<file path="config.mk">
export PLATFORM = sky130hd
export DESIGN_NAME = txn_weight_fee_check_flat
export DESIGN_NICKNAME = d
export VERILOG_FILES = /design/src/design/twfc_pkg.sv /design/src/design/twfc_if.sv /design/src/design/twfc_cfg.sv /design/src/design/twfc_acc.sv /design/src/design/twfc_mul.sv /design/src/design/txn_weight_fee_check.sv /design/src/flat_wrapper.sv
export VERILOG_INCLUDE_DIRS = /design/src /design/src/design
export SDC_FILE = /design/constraint.sdc
export NUM_CORES = 2
export LEC_CHECK = 0
export BUFFER_PORTS_ARGS = -buffer_cell sky130_fd_sc_hd__buf_2
export CAP_MARGIN = 5
export CORE_UTILIZATION = 50
export DETAILED_ROUTE_END_ITERATION = 10
export PLACE_DENSITY = 0.7
export SYNTH_ARGS = -nofsm -noshare
export SYNTH_HDL_FRONTEND = slang
export SYNTH_SLANG_ARGS = --single-unit
</file>
<file path="constraint.sdc">
create_clock -name i_clk -period 22 [get_ports i_clk]
set_input_delay 4.4 -clock i_clk [delete_from_list [all_inputs] [get_ports i_clk]]
set_output_delay 4.4 -clock i_clk [all_outputs]
set_load 0.02 [all_outputs]
</file>
<file path="src/design/txn_weight_fee_check_defines.svh">
// assertion macros for the transaction weight and fee checker
// used by the top level; expects i_clk and i_rst_n in scope
`ifndef TXN_WEIGHT_FEE_CHECK_DEFINES_SVH
`define TXN_WEIGHT_FEE_CHECK_DEFINES_SVH

`ifndef ASSERT_OFF
`define TWFC_ASSERT(label, prop) \
    label: assert property (@(posedge i_clk) disable iff (!i_rst_n) prop) \
        else $error("twfc assertion failed");
`define TWFC_ASSERT_ALWAYS(label, prop) \
    label: assert property (@(posedge i_clk) prop) \
        else $error("twfc assertion failed");
`else
`define TWFC_ASSERT(label, prop)
`define TWFC_ASSERT_ALWAYS(label, prop)
`endif

`endif

</file>
<file path="src/design/twfc_pkg.sv">
// shared constants, types and control structs of the weight and fee checker
// no dependencies
package twfc_pkg;

    localparam int MAX_RECORDS = 255;

    localparam int AMOUNT_W  = 51;
    localparam int TOTAL_W   = 59;
    localparam int BASE_W    = 18;
    localparam int COUNT_W   = 8;
    localparam int BYTE_W    = 8;
    localparam int WEIGHT_W  = 20;
    localparam int THR_W     = 41;
    localparam int RATE_W    = 32;
    localparam int RATE_Q_W  = 23;
    localparam int MUL_A_W   = RATE_Q_W;
    localparam int MUL_B_W   = WEIGHT_W - 2;
    localparam int MUL_P_W   = THR_W;
    localparam int PADDR_W   = 3;
    localparam int PDATA_W   = 32;

    localparam logic [BASE_W-1:0]    INPUT_BYTES   = BASE_W'(41);
    localparam logic [BASE_W-1:0]    OUTPUT_BYTES  = BASE_W'(9);
    localparam logic [BASE_W:0]      FIXED_BYTES   = (BASE_W+1)'(10);
    localparam logic [WEIGHT_W:0]    SEGWIT_HEADER = (WEIGHT_W+1)'(2);
    localparam logic [BYTE_W-1:0]    SIG_SIZE_RESET = BYTE_W'(107);
    localparam logic [AMOUNT_W-1:0]  FEE_MAX       = {AMOUNT_W{1'b1}};

    // rate / 1000 as ((rate >> 3) * ceil(2^36 / 125)) >> 36
    localparam int   RECIP_SHIFT = 36;
    localparam logic [29:0] RECIP_125 = 30'd549755814;

    localparam logic MODE_INPUT  = 1'b0;
    localparam logic MODE_OUTPUT = 1'b1;

    localparam logic REG_MAX_FEE_RATE = 1'b0;
    localparam logic REG_SIG_SIZE     = 1'b1;

    typedef enum logic [6:0] {
        ST_IDLE   = 7'b0000001,
        ST_SEGLD  = 7'b0000010,
        ST_SEG    = 7'b0000100,
        ST_WEIGHT = 7'b0001000,
        ST_THRLD  = 7'b0010000,
        ST_THR    = 7'b0100000,
        ST_OUT    = 7'b1000000
    } t_state;

    typedef struct packed {
        logic                mode;
        logic [AMOUNT_W-1:0] amount;
        logic [BYTE_W-1:0]   script_first_byte;
        logic [BYTE_W-1:0]   script_length;
    } t_rec;

    typedef struct packed {
        logic [BASE_W-1:0]  base_bytes;
        logic [COUNT_W-1:0] seg_inputs;
        logic [TOTAL_W-1:0] input_total;
        logic [TOTAL_W-1:0] output_total;
        logic               overflow;
    } t_acc;

    typedef struct packed {
        logic               start;
        logic [MUL_A_W-1:0] a;
        logic [MUL_B_W-1:0] b;
    } t_mul_req;

    typedef struct packed {
        logic               busy;
        logic               done;
        logic [MUL_P_W-1:0] product;
    } t_mul_rsp;

    typedef struct packed {
        logic [RATE_Q_W-1:0] rate_q;
        logic [BYTE_W-1:0]   sig_size;
    } t_cfg;

endpackage

</file>
<file path="src/design/twfc_if.sv">
// record and result channels of the weight and fee checker
// depends on twfc_pkg
interface twfc_rec_if;
    logic                          valid;
    logic                          ready;
    logic                          mode;
    logic [twfc_pkg::AMOUNT_W-1:0] amount;
    logic [twfc_pkg::BYTE_W-1:0]   script_first_byte;
    logic [twfc_pkg::BYTE_W-1:0]   script_length;
    logic                          is_last;

    modport source (output valid, mode, amount, script_first_byte, script_length, is_last,
                    input ready);
    modport sink (input valid, mode, amount, script_first_byte, script_length, is_last,
                  output ready);
endinterface

interface twfc_res_if;
    logic                          valid;
    logic                          ready;
    logic [twfc_pkg::WEIGHT_W-1:0] weight;
    logic [twfc_pkg::AMOUNT_W-1:0] fee;
    logic                          overspend;
    logic [twfc_pkg::THR_W-1:0]    fee_threshold;
    logic                          count_overflow;

    modport source (output valid, weight, fee, overspend, fee_threshold, count_overflow,
                    input ready);
    modport sink (input valid, weight, fee, overspend, fee_threshold, count_overflow,
                  output ready);
endinterface

</file>
<file path="src/design/twfc_cfg.sv">
// configuration registers on an apb-style port, plus the rate divided by 1000
// depends on twfc_pkg
module twfc_cfg (
    input  logic                         i_clk,
    input  logic                         i_rst_n,
    input  logic                         psel,
    input  logic                         penable,
    input  logic                         pwrite,
    input  logic [twfc_pkg::PADDR_W-1:0] paddr,
    input  logic [twfc_pkg::PDATA_W-1:0] pwdata,
    output logic [twfc_pkg::PDATA_W-1:0] prdata,
    output logic                         pready,
    output twfc_pkg::t_cfg               o_cfg
);
    import twfc_pkg::*;

    logic [RATE_W-1:0]   r_max_fee_rate;
    logic [BYTE_W-1:0]   r_sig_size;
    logic [RATE_Q_W-1:0] r_rate_q;
    logic [RATE_Q_W-1:0] n_rate_q;
    logic [RATE_W-4:0]   w_rate_div8;
    logic [RATE_W-4+30:0] w_prod;
    logic                w_wr;

    assign pready = 1'b1;
    assign w_wr   = psel && penable && pwrite && pready;

    assign w_rate_div8 = r_max_fee_rate[RATE_W-1:3];
    assign w_prod      = w_rate_div8 * RECIP_125;
    assign n_rate_q    = w_prod[RECIP_SHIFT+RATE_Q_W-1:RECIP_SHIFT];

    always_ff @(posedge i_clk) begin
        if (!i_rst_n) begin
            r_max_fee_rate <= '0;
            r_sig_size     <= SIG_SIZE_RESET;
            r_rate_q       <= '0;
        end else begin
            r_rate_q <= n_rate_q;
            if (w_wr) begin
                unique case (paddr[2])
                    REG_MAX_FEE_RATE: r_max_fee_rate <= pwdata;
                    REG_SIG_SIZE:     r_sig_size     <= pwdata[BYTE_W-1:0];
                    default: ;
                endcase
            end
        end
    end

    always_comb begin
        unique case (paddr[2])
            REG_MAX_FEE_RATE: prdata = r_max_fee_rate;
            REG_SIG_SIZE:     prdata = {{(PDATA_W-BYTE_W){1'b0}}, r_sig_size};
            default:          prdata = '0;
        endcase
    end

    assign o_cfg.rate_q   = r_rate_q;
    assign o_cfg.sig_size = r_sig_size;

endmodule

</file>
<file path="src/design/twfc_acc.sv">
// per-transaction accumulators: byte count, segwit count, totals, record counts
// depends on twfc_pkg
module twfc_acc (
    input  logic                        i_clk,
    input  logic                        i_rst_n,
    input  logic                        i_accept,
    input  logic                        i_clear,
    input  twfc_pkg::t_rec              i_rec,
    input  logic [twfc_pkg::BYTE_W-1:0] i_sig_size,
    output twfc_pkg::t_acc              o_acc
);
    import twfc_pkg::*;

    logic [BASE_W-1:0]  r_base_bytes;
    logic [COUNT_W-1:0] r_seg_inputs;
    logic [TOTAL_W-1:0] r_input_total;
    logic [TOTAL_W-1:0] r_output_total;
    logic [COUNT_W-1:0] r_input_records;
    logic [COUNT_W-1:0] r_output_records;
    logic               r_overflow;
    logic               w_in_full;
    logic               w_out_full;
    logic               w_segwit;

    assign w_in_full  = r_input_records >= COUNT_W'(MAX_RECORDS);
    assign w_out_full = r_output_records >= COUNT_W'(MAX_RECORDS);
    assign w_segwit   = i_rec.script_first_byte == '0;

    always_ff @(posedge i_clk) begin
        if (!i_rst_n || i_clear) begin
            r_base_bytes     <= '0;
            r_seg_inputs     <= '0;
            r_input_total    <= '0;
            r_output_total   <= '0;
            r_input_records  <= '0;
            r_output_records <= '0;
            r_overflow       <= 1'b0;
        end else if (i_accept) begin
            case (i_rec.mode)
                MODE_INPUT: begin
                    if (w_in_full) begin
                        r_overflow <= 1'b1;
                    end else begin
                        r_input_records <= r_input_records + 1'b1;
                        r_input_total   <= r_input_total + TOTAL_W'(i_rec.amount);
                        if (w_segwit) begin
                            r_seg_inputs <= r_seg_inputs + 1'b1;
                            r_base_bytes <= r_base_bytes + INPUT_BYTES;
                        end else begin
                            r_base_bytes <= r_base_bytes + INPUT_BYTES + BASE_W'(i_sig_size);
                        end
                    end
                end
                default: begin
                    if (w_out_full) begin
                        r_overflow <= 1'b1;
                    end else begin
                        r_output_records <= r_output_records + 1'b1;
                        r_output_total   <= r_output_total + TOTAL_W'(i_rec.amount);
                        r_base_bytes     <= r_base_bytes + OUTPUT_BYTES
                                            + BASE_W'(i_rec.script_length);
                    end
                end
            endcase
        end
    end

    assign o_acc.base_bytes   = r_base_bytes;
    assign o_acc.seg_inputs   = r_seg_inputs;
    assign o_acc.input_total  = r_input_total;
    assign o_acc.output_total = r_output_total;
    assign o_acc.overflow     = r_overflow;

endmodule

</file>
<file path="src/design/twfc_mul.sv">
// shared shift-add multiplier, one multiplier bit per cycle, stops early
// depends on twfc_pkg
module twfc_mul (
    input  logic               i_clk,
    input  logic               i_rst_n,
    input  twfc_pkg::t_mul_req i_req,
    output twfc_pkg::t_mul_rsp o_rsp
);
    import twfc_pkg::*;

    logic               r_busy;
    logic [MUL_P_W-1:0] r_acc;
    logic [MUL_P_W-1:0] r_a;
    logic [MUL_B_W-1:0] r_b;
    logic               w_done;

    assign w_done = r_busy && (r_b == '0);

    always_ff @(posedge i_clk) begin
        if (!i_rst_n) begin
            r_busy <= 1'b0;
        end else if (i_req.start) begin
            r_busy <= 1'b1;
        end else if (w_done) begin
            r_busy <= 1'b0;
        end
    end

    always_ff @(posedge i_clk) begin
        if (i_req.start) begin
            r_acc <= '0;
            r_a   <= MUL_P_W'(i_req.a);
            r_b   <= i_req.b;
        end else if (r_busy && !w_done) begin
            if (r_b[0]) begin
                r_acc <= r_acc + r_a;
            end
            r_a <= {r_a[MUL_P_W-2:0], 1'b0};
            r_b <= {1'b0, r_b[MUL_B_W-1:1]};
        end
    end

    assign o_rsp.busy    = r_busy;
    assign o_rsp.done    = w_done;
    assign o_rsp.product = r_acc;

endmodule

</file>
<file path="src/design/txn_weight_fee_check.sv">
// Transaction weight and fee checker, top level.
// Records arrive on i_rec (valid/ready); each is a spent input or an output.
// A record that is not the last one is accepted and ready stays high.
// The last record of a transaction starts the final pass: ready drops while a
// small sequencer drives one shift-add multiplier twice, first for the
// signature bytes times the segwit count, then for the rate quotient times
// weight/4. The multiplier retires one multiplier bit per cycle and stops when
// the remaining bits are zero. The result sits in an output register on o_res,
// and records of the following transaction are taken while it waits there; if
// the receiver still stalls when the next result is due, the sequencer waits
// before loading it, and no records are taken meanwhile.
// Registers on the apb-style port: 0x0 max_fee_rate, 0x4 script_sig_size.
// Reset (synchronous, active low) clears the accumulators and the output valid
// flag, sets max_fee_rate to 0 and script_sig_size to 107.
// Depends on twfc_pkg, twfc_if, twfc_cfg, twfc_acc, twfc_mul and the defines header.
`include "txn_weight_fee_check_defines.svh"

module txn_weight_fee_check (
    input  logic                         i_clk,
    input  logic                         i_rst_n,
    twfc_rec_if.sink                     i_rec,
    twfc_res_if.source                   o_res,
    input  logic                         psel,
    input  logic                         penable,
    input  logic                         pwrite,
    input  logic [twfc_pkg::PADDR_W-1:0] paddr,
    input  logic [twfc_pkg::PDATA_W-1:0] pwdata,
    output logic [twfc_pkg::PDATA_W-1:0] prdata,
    output logic                         pready
);
    import twfc_pkg::*;

    t_state   r_state;
    t_state   n_state;
    t_cfg     w_cfg;
    t_acc     w_acc;
    t_rec     w_rec;
    t_mul_req w_mul_req;
    t_mul_rsp w_mul_rsp;

    logic                w_accept;
    logic                w_clear;
    logic                w_out_free;
    logic [BASE_W:0]     w_base_fixed;
    logic [WEIGHT_W:0]   w_base4;
    logic [WEIGHT_W:0]   w_seg_term;
    logic [TOTAL_W-1:0]  w_diff;
    logic                w_over;
    logic [AMOUNT_W-1:0] w_fee;

    logic [WEIGHT_W-1:0] r_weight;
    logic [AMOUNT_W-1:0] r_fee;
    logic                r_over;
    logic                r_ovf;

    logic                r_out_valid;
    logic [WEIGHT_W-1:0] r_out_weight;
    logic [AMOUNT_W-1:0] r_out_fee;
    logic                r_out_over;
    logic [THR_W-1:0]    r_out_thr;
    logic                r_out_ovf;

    twfc_cfg u_cfg (
        .i_clk   (i_clk),
        .i_rst_n (i_rst_n),
        .psel    (psel),
        .penable (penable),
        .pwrite  (pwrite),
        .paddr   (paddr),
        .pwdata  (pwdata),
        .prdata  (prdata),
        .pready  (pready),
        .o_cfg   (w_cfg)
    );

    assign i_rec.ready = (r_state == ST_IDLE);
    assign w_accept    = i_rec.valid && i_rec.ready;
    assign w_clear     = (r_state == ST_WEIGHT);

    assign w_rec.mode              = i_rec.mode;
    assign w_rec.amount            = i_rec.amount;
    assign w_rec.script_first_byte = i_rec.script_first_byte;
    assign w_rec.script_length     = i_rec.script_length;

    twfc_acc u_acc (
        .i_clk      (i_clk),
        .i_rst_n    (i_rst_n),
        .i_accept   (w_accept),
        .i_clear    (w_clear),
        .i_rec      (w_rec),
        .i_sig_size (w_cfg.sig_size),
        .o_acc      (w_acc)
    );

    always_comb begin
        w_mul_req = '0;
        unique case (r_state)
            ST_SEGLD: begin
                w_mul_req.start = 1'b1;
                w_mul_req.a     = MUL_A_W'(w_cfg.sig_size);
                w_mul_req.b     = MUL_B_W'(w_acc.seg_inputs);
            end
            ST_THRLD: begin
                w_mul_req.start = 1'b1;
                w_mul_req.a     = w_cfg.rate_q;
                w_mul_req.b     = r_weight[WEIGHT_W-1:2];
            end
            default: ;
        endcase
    end

    twfc_mul u_mul (
        .i_clk   (i_clk),
        .i_rst_n (i_rst_n),
        .i_req   (w_mul_req),
        .o_rsp   (w_mul_rsp)
    );

    // weight and fee from the accumulators and the first product
    assign w_base_fixed = (BASE_W+1)'(w_acc.base_bytes) + FIXED_BYTES;
    assign w_base4      = {w_base_fixed[WEIGHT_W-2:0], 2'b00};
    assign w_seg_term   = (w_acc.seg_inputs != '0)
                          ? (WEIGHT_W+1)'(w_mul_rsp.product[15:0]) + SEGWIT_HEADER
                          : '0;
    assign w_diff       = w_acc.input_total - w_acc.output_total;
    assign w_over       = w_acc.input_total < w_acc.output_total;
    assign w_fee        = w_over ? '0
                          : (w_diff[TOTAL_W-1:AMOUNT_W] != '0) ? FEE_MAX
                          : w_diff[AMOUNT_W-1:0];

    assign w_out_free = !r_out_valid || o_res.ready;

    always_comb begin
        n_state = r_state;
        unique case (r_state)
            ST_IDLE:   if (w_accept && i_rec.is_last) n_state = ST_SEGLD;
            ST_SEGLD:  n_state = ST_SEG;
            ST_SEG:    if (w_mul_rsp.done) n_state = ST_WEIGHT;
            ST_WEIGHT: n_state = ST_THRLD;
            ST_THRLD:  n_state = ST_THR;
            ST_THR:    if (w_mul_rsp.done) n_state = ST_OUT;
            ST_OUT:    if (w_out_free) n_state = ST_IDLE;
            default:   n_state = ST_IDLE;
        endcase
    end

    always_ff @(posedge i_clk) begin
        if (!i_rst_n) begin
            r_state <= ST_IDLE;
        end else begin
            r_state <= n_state;
        end
    end

    always_ff @(posedge i_clk) begin
        if (r_state == ST_WEIGHT) begin
            r_weight <= WEIGHT_W'(w_base4 + w_seg_term);
            r_fee    <= w_fee;
            r_over   <= w_over;
            r_ovf    <= w_acc.overflow;
        end
    end

    always_ff @(posedge i_clk) begin
        if (!i_rst_n) begin
            r_out_valid <= 1'b0;
        end else if ((r_state == ST_OUT) && w_out_free) begin
            r_out_valid <= 1'b1;
        end else if (o_res.ready) begin
            r_out_valid <= 1'b0;
        end
    end

    always_ff @(posedge i_clk) begin
        if ((r_state == ST_OUT) && w_out_free) begin
            r_out_weight <= r_weight;
            r_out_fee    <= r_fee;
            r_out_over   <= r_over;
            r_out_thr    <= w_mul_rsp.product;
            r_out_ovf    <= r_ovf;
        end
    end

    assign o_res.valid          = r_out_valid;
    assign o_res.weight         = r_out_weight;
    assign o_res.fee            = r_out_fee;
    assign o_res.overspend      = r_out_over;
    assign o_res.fee_threshold  = r_out_thr;
    assign o_res.count_overflow = r_out_ovf;

    `TWFC_ASSERT(a_last_starts_final, (w_accept && i_rec.is_last) |=> (r_state == ST_SEGLD))
    `TWFC_ASSERT(a_valid_from_out, $rose(o_res.valid) |-> ($past(r_state) == ST_OUT))
    `TWFC_ASSERT(a_mul_idle_at_out, (r_state == ST_OUT) |-> !w_mul_rsp.busy)
    `TWFC_ASSERT(a_overspend_fee_zero, (o_res.valid && o_res.overspend) |-> (o_res.fee == '0))
    `TWFC_ASSERT_ALWAYS(a_no_accept_in_reset, !i_rst_n |=> !o_res.valid)

endmodule

</file>
<file path="src/flat_wrapper.sv">
// flat-port wrapper written by rule: the top's interface ports become plain ports
module txn_weight_fee_check_flat import twfc_pkg::*;
  (i_clk, i_rst_n, psel, penable, pwrite, paddr, pwdata, prdata, pready, i_rec_valid, i_rec_mode, i_rec_amount, i_rec_script_first_byte, i_rec_script_length, i_rec_is_last, i_rec_ready, o_res_valid, o_res_weight, o_res_fee, o_res_overspend, o_res_fee_threshold, o_res_count_overflow, o_res_ready);
  twfc_rec_if i_rec_i ();
  twfc_res_if o_res_i ();
  input  logic i_clk;
  input  logic i_rst_n;
  input  logic psel;
  input  logic penable;
  input  logic pwrite;
  input  logic [twfc_pkg::PADDR_W-1:0] paddr;
  input  logic [twfc_pkg::PDATA_W-1:0] pwdata;
  output logic [twfc_pkg::PDATA_W-1:0] prdata;
  output logic pready;
  input wire logic [$bits(i_rec_i.valid)-1:0] i_rec_valid;
  input wire logic [$bits(i_rec_i.mode)-1:0] i_rec_mode;
  input wire logic [$bits(i_rec_i.amount)-1:0] i_rec_amount;
  input wire logic [$bits(i_rec_i.script_first_byte)-1:0] i_rec_script_first_byte;
  input wire logic [$bits(i_rec_i.script_length)-1:0] i_rec_script_length;
  input wire logic [$bits(i_rec_i.is_last)-1:0] i_rec_is_last;
  output wire logic [$bits(i_rec_i.ready)-1:0] i_rec_ready;
  output wire logic [$bits(o_res_i.valid)-1:0] o_res_valid;
  output wire logic [$bits(o_res_i.weight)-1:0] o_res_weight;
  output wire logic [$bits(o_res_i.fee)-1:0] o_res_fee;
  output wire logic [$bits(o_res_i.overspend)-1:0] o_res_overspend;
  output wire logic [$bits(o_res_i.fee_threshold)-1:0] o_res_fee_threshold;
  output wire logic [$bits(o_res_i.count_overflow)-1:0] o_res_count_overflow;
  input wire logic [$bits(o_res_i.ready)-1:0] o_res_ready;
  assign i_rec_i.valid = i_rec_valid;
  assign i_rec_i.mode = i_rec_mode;
  assign i_rec_i.amount = i_rec_amount;
  assign i_rec_i.script_first_byte = i_rec_script_first_byte;
  assign i_rec_i.script_length = i_rec_script_length;
  assign i_rec_i.is_last = i_rec_is_last;
  assign i_rec_ready = i_rec_i.ready;
  assign o_res_valid = o_res_i.valid;
  assign o_res_weight = o_res_i.weight;
  assign o_res_fee = o_res_i.fee;
  assign o_res_overspend = o_res_i.overspend;
  assign o_res_fee_threshold = o_res_i.fee_threshold;
  assign o_res_count_overflow = o_res_i.count_overflow;
  assign o_res_i.ready = o_res_ready;
  txn_weight_fee_check u_core (.i_clk(i_clk), .i_rst_n(i_rst_n), .i_rec(i_rec_i), .o_res(o_res_i), .psel(psel), .penable(penable), .pwrite(pwrite), .paddr(paddr), .pwdata(pwdata), .prdata(prdata), .pready(pready));
endmodule
</file>
# After elaboration in Yosys (flattened, before gate mapping)
# Index checks and enable logic that the tools add are counted.
[totals]
wordCells = 115
regBits = 520
out_inout_bits = 149
in_bits = 111
[classes]
order_cmp = 3
n_eq_ne = 14
add_sub_neg = 14
muxes = 24
n_mul = 1
n_bitwise = 4
n_reduce_logical = 29
[op_table]
columns = ["operator", "n"]
rows = [
  ["adder 59 x 51 -> 59 bit", 2],
  ["two-way mux 18 bit", 6],
  ["case mux 42 bit (2 select lines)", 1],
  ["case mux 32 bit (2 select lines)", 1],
  ["less-than comparator 59 bit", 1],
  ["subtractor 59 bit", 1],
  ["multiplier 29 x 29 -> 58 bit, second input constant", 1],
  ["two-way mux 51 bit", 1],
  ["case mux 7 bit (7 select lines)", 1],
  ["two-way mux 23 bit", 2],
  ["adder 41 bit", 1],
  ["adder 18 x 4 -> 18 bit, second input constant", 2],
  ["adder 18 x 8 -> 18 bit", 2],
  ["two-way mux 7 bit", 4],
  ["adder 8 x 1 -> 8 bit, second input constant", 3],
  ["adder 20 bit", 1],
  ["two-way mux 20 bit", 1],
  ["adder 18 x 6 -> 18 bit, second input constant", 1],
  ["logical NOT 18 bit", 1],
  ["adder 16 x 2 -> 17 bit, second input constant", 1],
  [">= comparator 8 bit, second input constant", 2],
  ["nonzero test 8 bit", 2],
  ["AND reduction 3 bit", 4],
  ["!= test 2 bit, second input constant", 5],
  ["other kinds (17)", 42],
]

# Logic depth before layout (Yosys ltp)
[logic_depth]
word_depth = 6
depth_mapped = 27
ltp_nobuf = 27

# Modules after synthesis
# Synthesis repeated with hierarchy kept, for this count alone.
[hier_totals]
cells_unflattened = 5099
area_unflattened_um2 = 46321.9
[by_module_without_submodules]
columns = ["mod", "area_each_um2", "cells_each", "seq_area_each_um2", "instances"]
rows = [
  ["twfc_cfg", 15640.0, 1640, 1261.2, 1],
  ["twfc_acc", 12928.6, 1718, 3223.1, 1],
  ["txn_weight_fee_check", 11661.2, 1090, 5775.5, 1],
  ["twfc_mul", 6092.1, 651, 2432.3, 1],
]

# Least setup slack after synthesis
# Ideal clock, no wire load.
[synth_path]
path_type = "input-to-reg"
start = "input port o_res_ready"
end = "register u_core.r_out_ovf (netlist: u_core.o_res.count_overflow), enable pin"
stages = 2
t_required_ps = 21398
n_path_buf = 0
setup_ps = 602
path_slack_ps = 11887
t_arrival_ps = 9511
cell_sequence = "nor2b_1 -> nor2b_1"
[synth_via]
elab_chain_len = 2
[synth_rtl]
columns = ["item", "line_no", "text"]
rows = [
  ["start: declaration", "flat_wrapper.sv:28", "input wire logic [$bits(o_res_i.ready)-1:0] o_res_ready;"],
  ["logical OR 1 bit", "txn_weight_fee_check.sv:131", "assign w_out_free = !r_out_valid || o_res.ready;"],
  ["logical AND 1 bit", "txn_weight_fee_check.sv:175", "if ((r_state == ST_OUT) && w_out_free) begin"],
  ["end signal: assignment", "txn_weight_fee_check.sv:180", "r_out_ovf <= r_ovf;"],
  ["end: declaration", "txn_weight_fee_check.sv:61", "logic r_out_ovf;"],
]
# Every way passes these cells.
# A chain may end at the register's enable or synchronous reset.

# Final worst setup path
[layout_path]
start = "input port paddr[2] in the netlist's numbering"
end = "output port prdata[4] in the netlist's numbering"
[layout_via]
elab_chain_len = 2
[layout_rtl]
columns = ["item", "line_no", "text"]
rows = [
  ["start: declaration", "flat_wrapper.sv:11", "input logic [twfc_pkg::PADDR_W-1:0] paddr;"],
  ["inverter 1 bit (no line)", "-", ""],
  ["case mux 32 bit (2 select lines) *", "twfc_cfg.sv:50", "unique case (paddr[2])"],
  ["end: declaration", "flat_wrapper.sv:13", "output logic [twfc_pkg::PDATA_W-1:0] prdata;"],
]
# Mark *: on every way between the ends. The rest lies on a longest branch, timed or not.

==> results.toml <==
[yosys]
synth.most_common_cell = "inv_1"
ys_top_cells_by_area = "ha_1 (17%), edfxtp_1 (15%), dfxtp_1 (13%)"
synth-seq-cells = 520
synth_largest_area_cell = "ha_1"
syn-instance-count = 4931
ys_warn_count = 0
synth_nets = 5925
synth_commonest_cells = "inv_1 (623), ha_1 (611), nand2_1 (581)"
ys.flop_type = "dfxtp_1"
synth_top_area_share_pct = 17.1
syn_area_sq_mm = 0.0446
async_reset_ff_share_pct = 0
synth_seq_area_share_pct = 28.4
synth_edf_count = 228
avgSynthCellArea_sq_um = 9.05
synth_cell_type_count = 88

[sta]
fmax_ghz = 0.0999
fin_crit_ps = 10010
setup_tns_ps = 0
maxSlewViolCount = 0
rsz0062_at_grt = "no"
setup_viol = 0
worst_pin_slew_ps = 1260
hold_viol = 0
max-slew-margin-rel_pct = 15.0
clock_skew_ps = 23.7
fin_crit_sh_pct = 45.5

[placed_design]
io_buffers = 256
place.gp.congestion = 0.976
place_hpwl_um = 90200

[clock_tree]
htreeDepth = 2
cts_tree = "done"
cts_resized = 0
cts.sinks = 520
postCtsSetupBuffers = 0
cts-root-buf = "clkbuf_16"
cts_buffers = 60
clock_latency_ps = 660
clk_path_buf_depth = 3
cts_hold_buf = 0
path_clk_slew_ps = 60

[floorplan]
std_cell_rows = 109
die_h_um = 301
dieWidth_um = 301
core_area_sq_mm = 0.0884
initial_core_util_pct = 50.5
io-pin-count = 260
die_area_sq_mm = 0.0905

[finish]
multi_input_area_sq_mm = 0.0290
regArea_sq_mm = 0.0127
drive_gt1_share_pct = 9.34
fin_nets = 6113
nFillCells = 8001
syn_to_final_growth_pct = 10.1

[power_and_ir_drop]
p_int_mw = 2.32
p_leak_nw = 23.7
total_power_mw = 3.74
vdd_ir_drop_max_v = 0.0000701
p_seq_share_pct = 32.2
clockPowerShare_pct = 28.6
powerDensity_mw_per_mm2 = 76.2
p_sw_mw = 1.42
p_sw_share_pct = 38.0
p_comb_share_pct = 39.2

[min_path]
holdPathEnd = "u_core.o_res.fee[10]"
holdPathStages = 0
hold_path_class = "register to register"
worstHoldStart = "u_core.r_fee[10]"

[worst_setup_path]
critPathKind = "primary input to output port"
rrSetupSlack_ps = 13520
critPathRequiredTime_ps = 17600
rr_worst_depth = 24
rr_startpoint = "u_core.u_cfg.r_max_fee_rate[23]"
path_max_fanout = 35
r2r-end = "u_core.u_cfg.r_rate_q[16]"
cp-start-kind = "primary input"
arrival_ps = 5610
crit_path_end_kind = "output port"

[global_route]
antenna_found_initial = 4
overflow = 0
grt_use_total_pct = 25.6
grt_pass1_vias = 33700
grt_pass1_wl_um = 184000
grt_start_max_net_pins = 84

[run]
drv_cap = 0

[routing]
dr.pass1.iters = 6
vias = 35300
drt-initial-drc-count = 2295
wl_per_cell_um = 18.4
drt-total-wl_um = 116000
vias_per_cell = 5.57
drcViolationCount = 0
drt.antenna.violating_nets = 0

[outcome]
status = "finished, final reports clean"
[metal layers]
metal | GRT usage (%) | part of all wire, % | vias to the layer above
met2 | 41.0 | 45 | 1035
met1 | 36.7 | 46 | 16800
li1 | - | - | 17300
met4 | 6.56 | 2.6 | 0
met3 | 2.91 | 6.1 | 155
met5 | 0 | 0 | -
[cells in the final DEF (no fill, tap or decap), types with 181 or more instances in the layout]
cell and count:
buf_2 256, fa_1 272, xnor2_1 182, a21oi_1 458, o21ai_0 181, edfxtp_1 228
ha_1 611, dfxtp_1 292, nand2_1 578, nor2_1 250, inv_1 622
[state kept, by name (all words and copies together), names as in the netlist, 18 cells and up]
signal / count
u_core.u_acc.r_input_total: 59
u_core.u_mul.r_acc: 41
u_core.r_weight: 20
u_core.o_res.weight: 20
u_core.r_fee: 51
u_core.o_res.fee_threshold: 41
u_core.u_cfg.r_max_fee_rate: 32
u_core.o_res.fee: 51
u_core.u_acc.r_output_total: 59
u_core.u_mul.r_a: 41
u_core.u_mul.r_b: 18
u_core.u_acc.r_base_bytes: 18
u_core.u_cfg.r_rate_q: 23
[cells by family (layout without fill, tap and decap cells)]
| family | after synthesis | after routing | share of synthesized area [%] |
|---|---|---|---|
| compound gates | 1169 | 1169 | 16.5 |
| xor+xnor | 300 | 300 | 5.89 |
| fa+ha+maj | 884 | 884 | 29.3 |
| flops | 520 | 520 | 28.4 |
| simple gates | 1259 | 1259 | 12.8 |
| mux | 13 | 13 | 0.317 |
| other cells | 1 | 3 | 0.00840 |
| buf+inv | 785 | 1023 | 6.71 |
[critical path: stages]
cell    delay (ps)
buf_2          580
mux2_2         420
buf_2          160
[power by group through the flow]
stage                     sequential [mW]  clock, mW  combinational, mW
final                                1.21       1.07               1.47
after detailed placement             1.22          0               1.44
after global routing                 1.21       1.13               1.62
after floorplan                      1.20          0               1.11
after CTS                            1.20       1.09               1.45
after global placement               1.22          0               1.42
[worst max-delay path by stage]
stage                     start                           to  slack [ps]
global route           paddr[2]                    prdata[4]       11940
CTS                    paddr[2]                    prdata[4]       12000
global placement       paddr[2]                    prdata[4]       12010
finish                 paddr[2]                    prdata[4]       11990
floorplan           o_res_ready  u_core.o_res.count_overflow       11890
detailed placement     paddr[2]                    prdata[4]       12010
[stage by stage]
step	hold slack, ps	instance area, sq um	setup WS, ps	std cells	util (%)
detailed placement	405	47000	12010	6222	53.2
CTS	415	49200	12000	6334	55.6
global placement	402	47000	12010	6222	53.2
global route	420	49200	11940	6334	55.6
floorplan	400	44600	11890	4931	-
finish	417	49200	11990	6336	55.6
[cell type report]
class                   instances  area share (%)
diodes                          2          0.0102
clock buffers                  68            3.24
clock inverters                44            1.09
inverters                     623            4.76
multi-input cells            3626            59.0
flip-flops and latches        520            25.8
well taps                    1165            2.96
repair buffers                288            3.09
No activity file was read; power rests on OpenSTA's default activity.
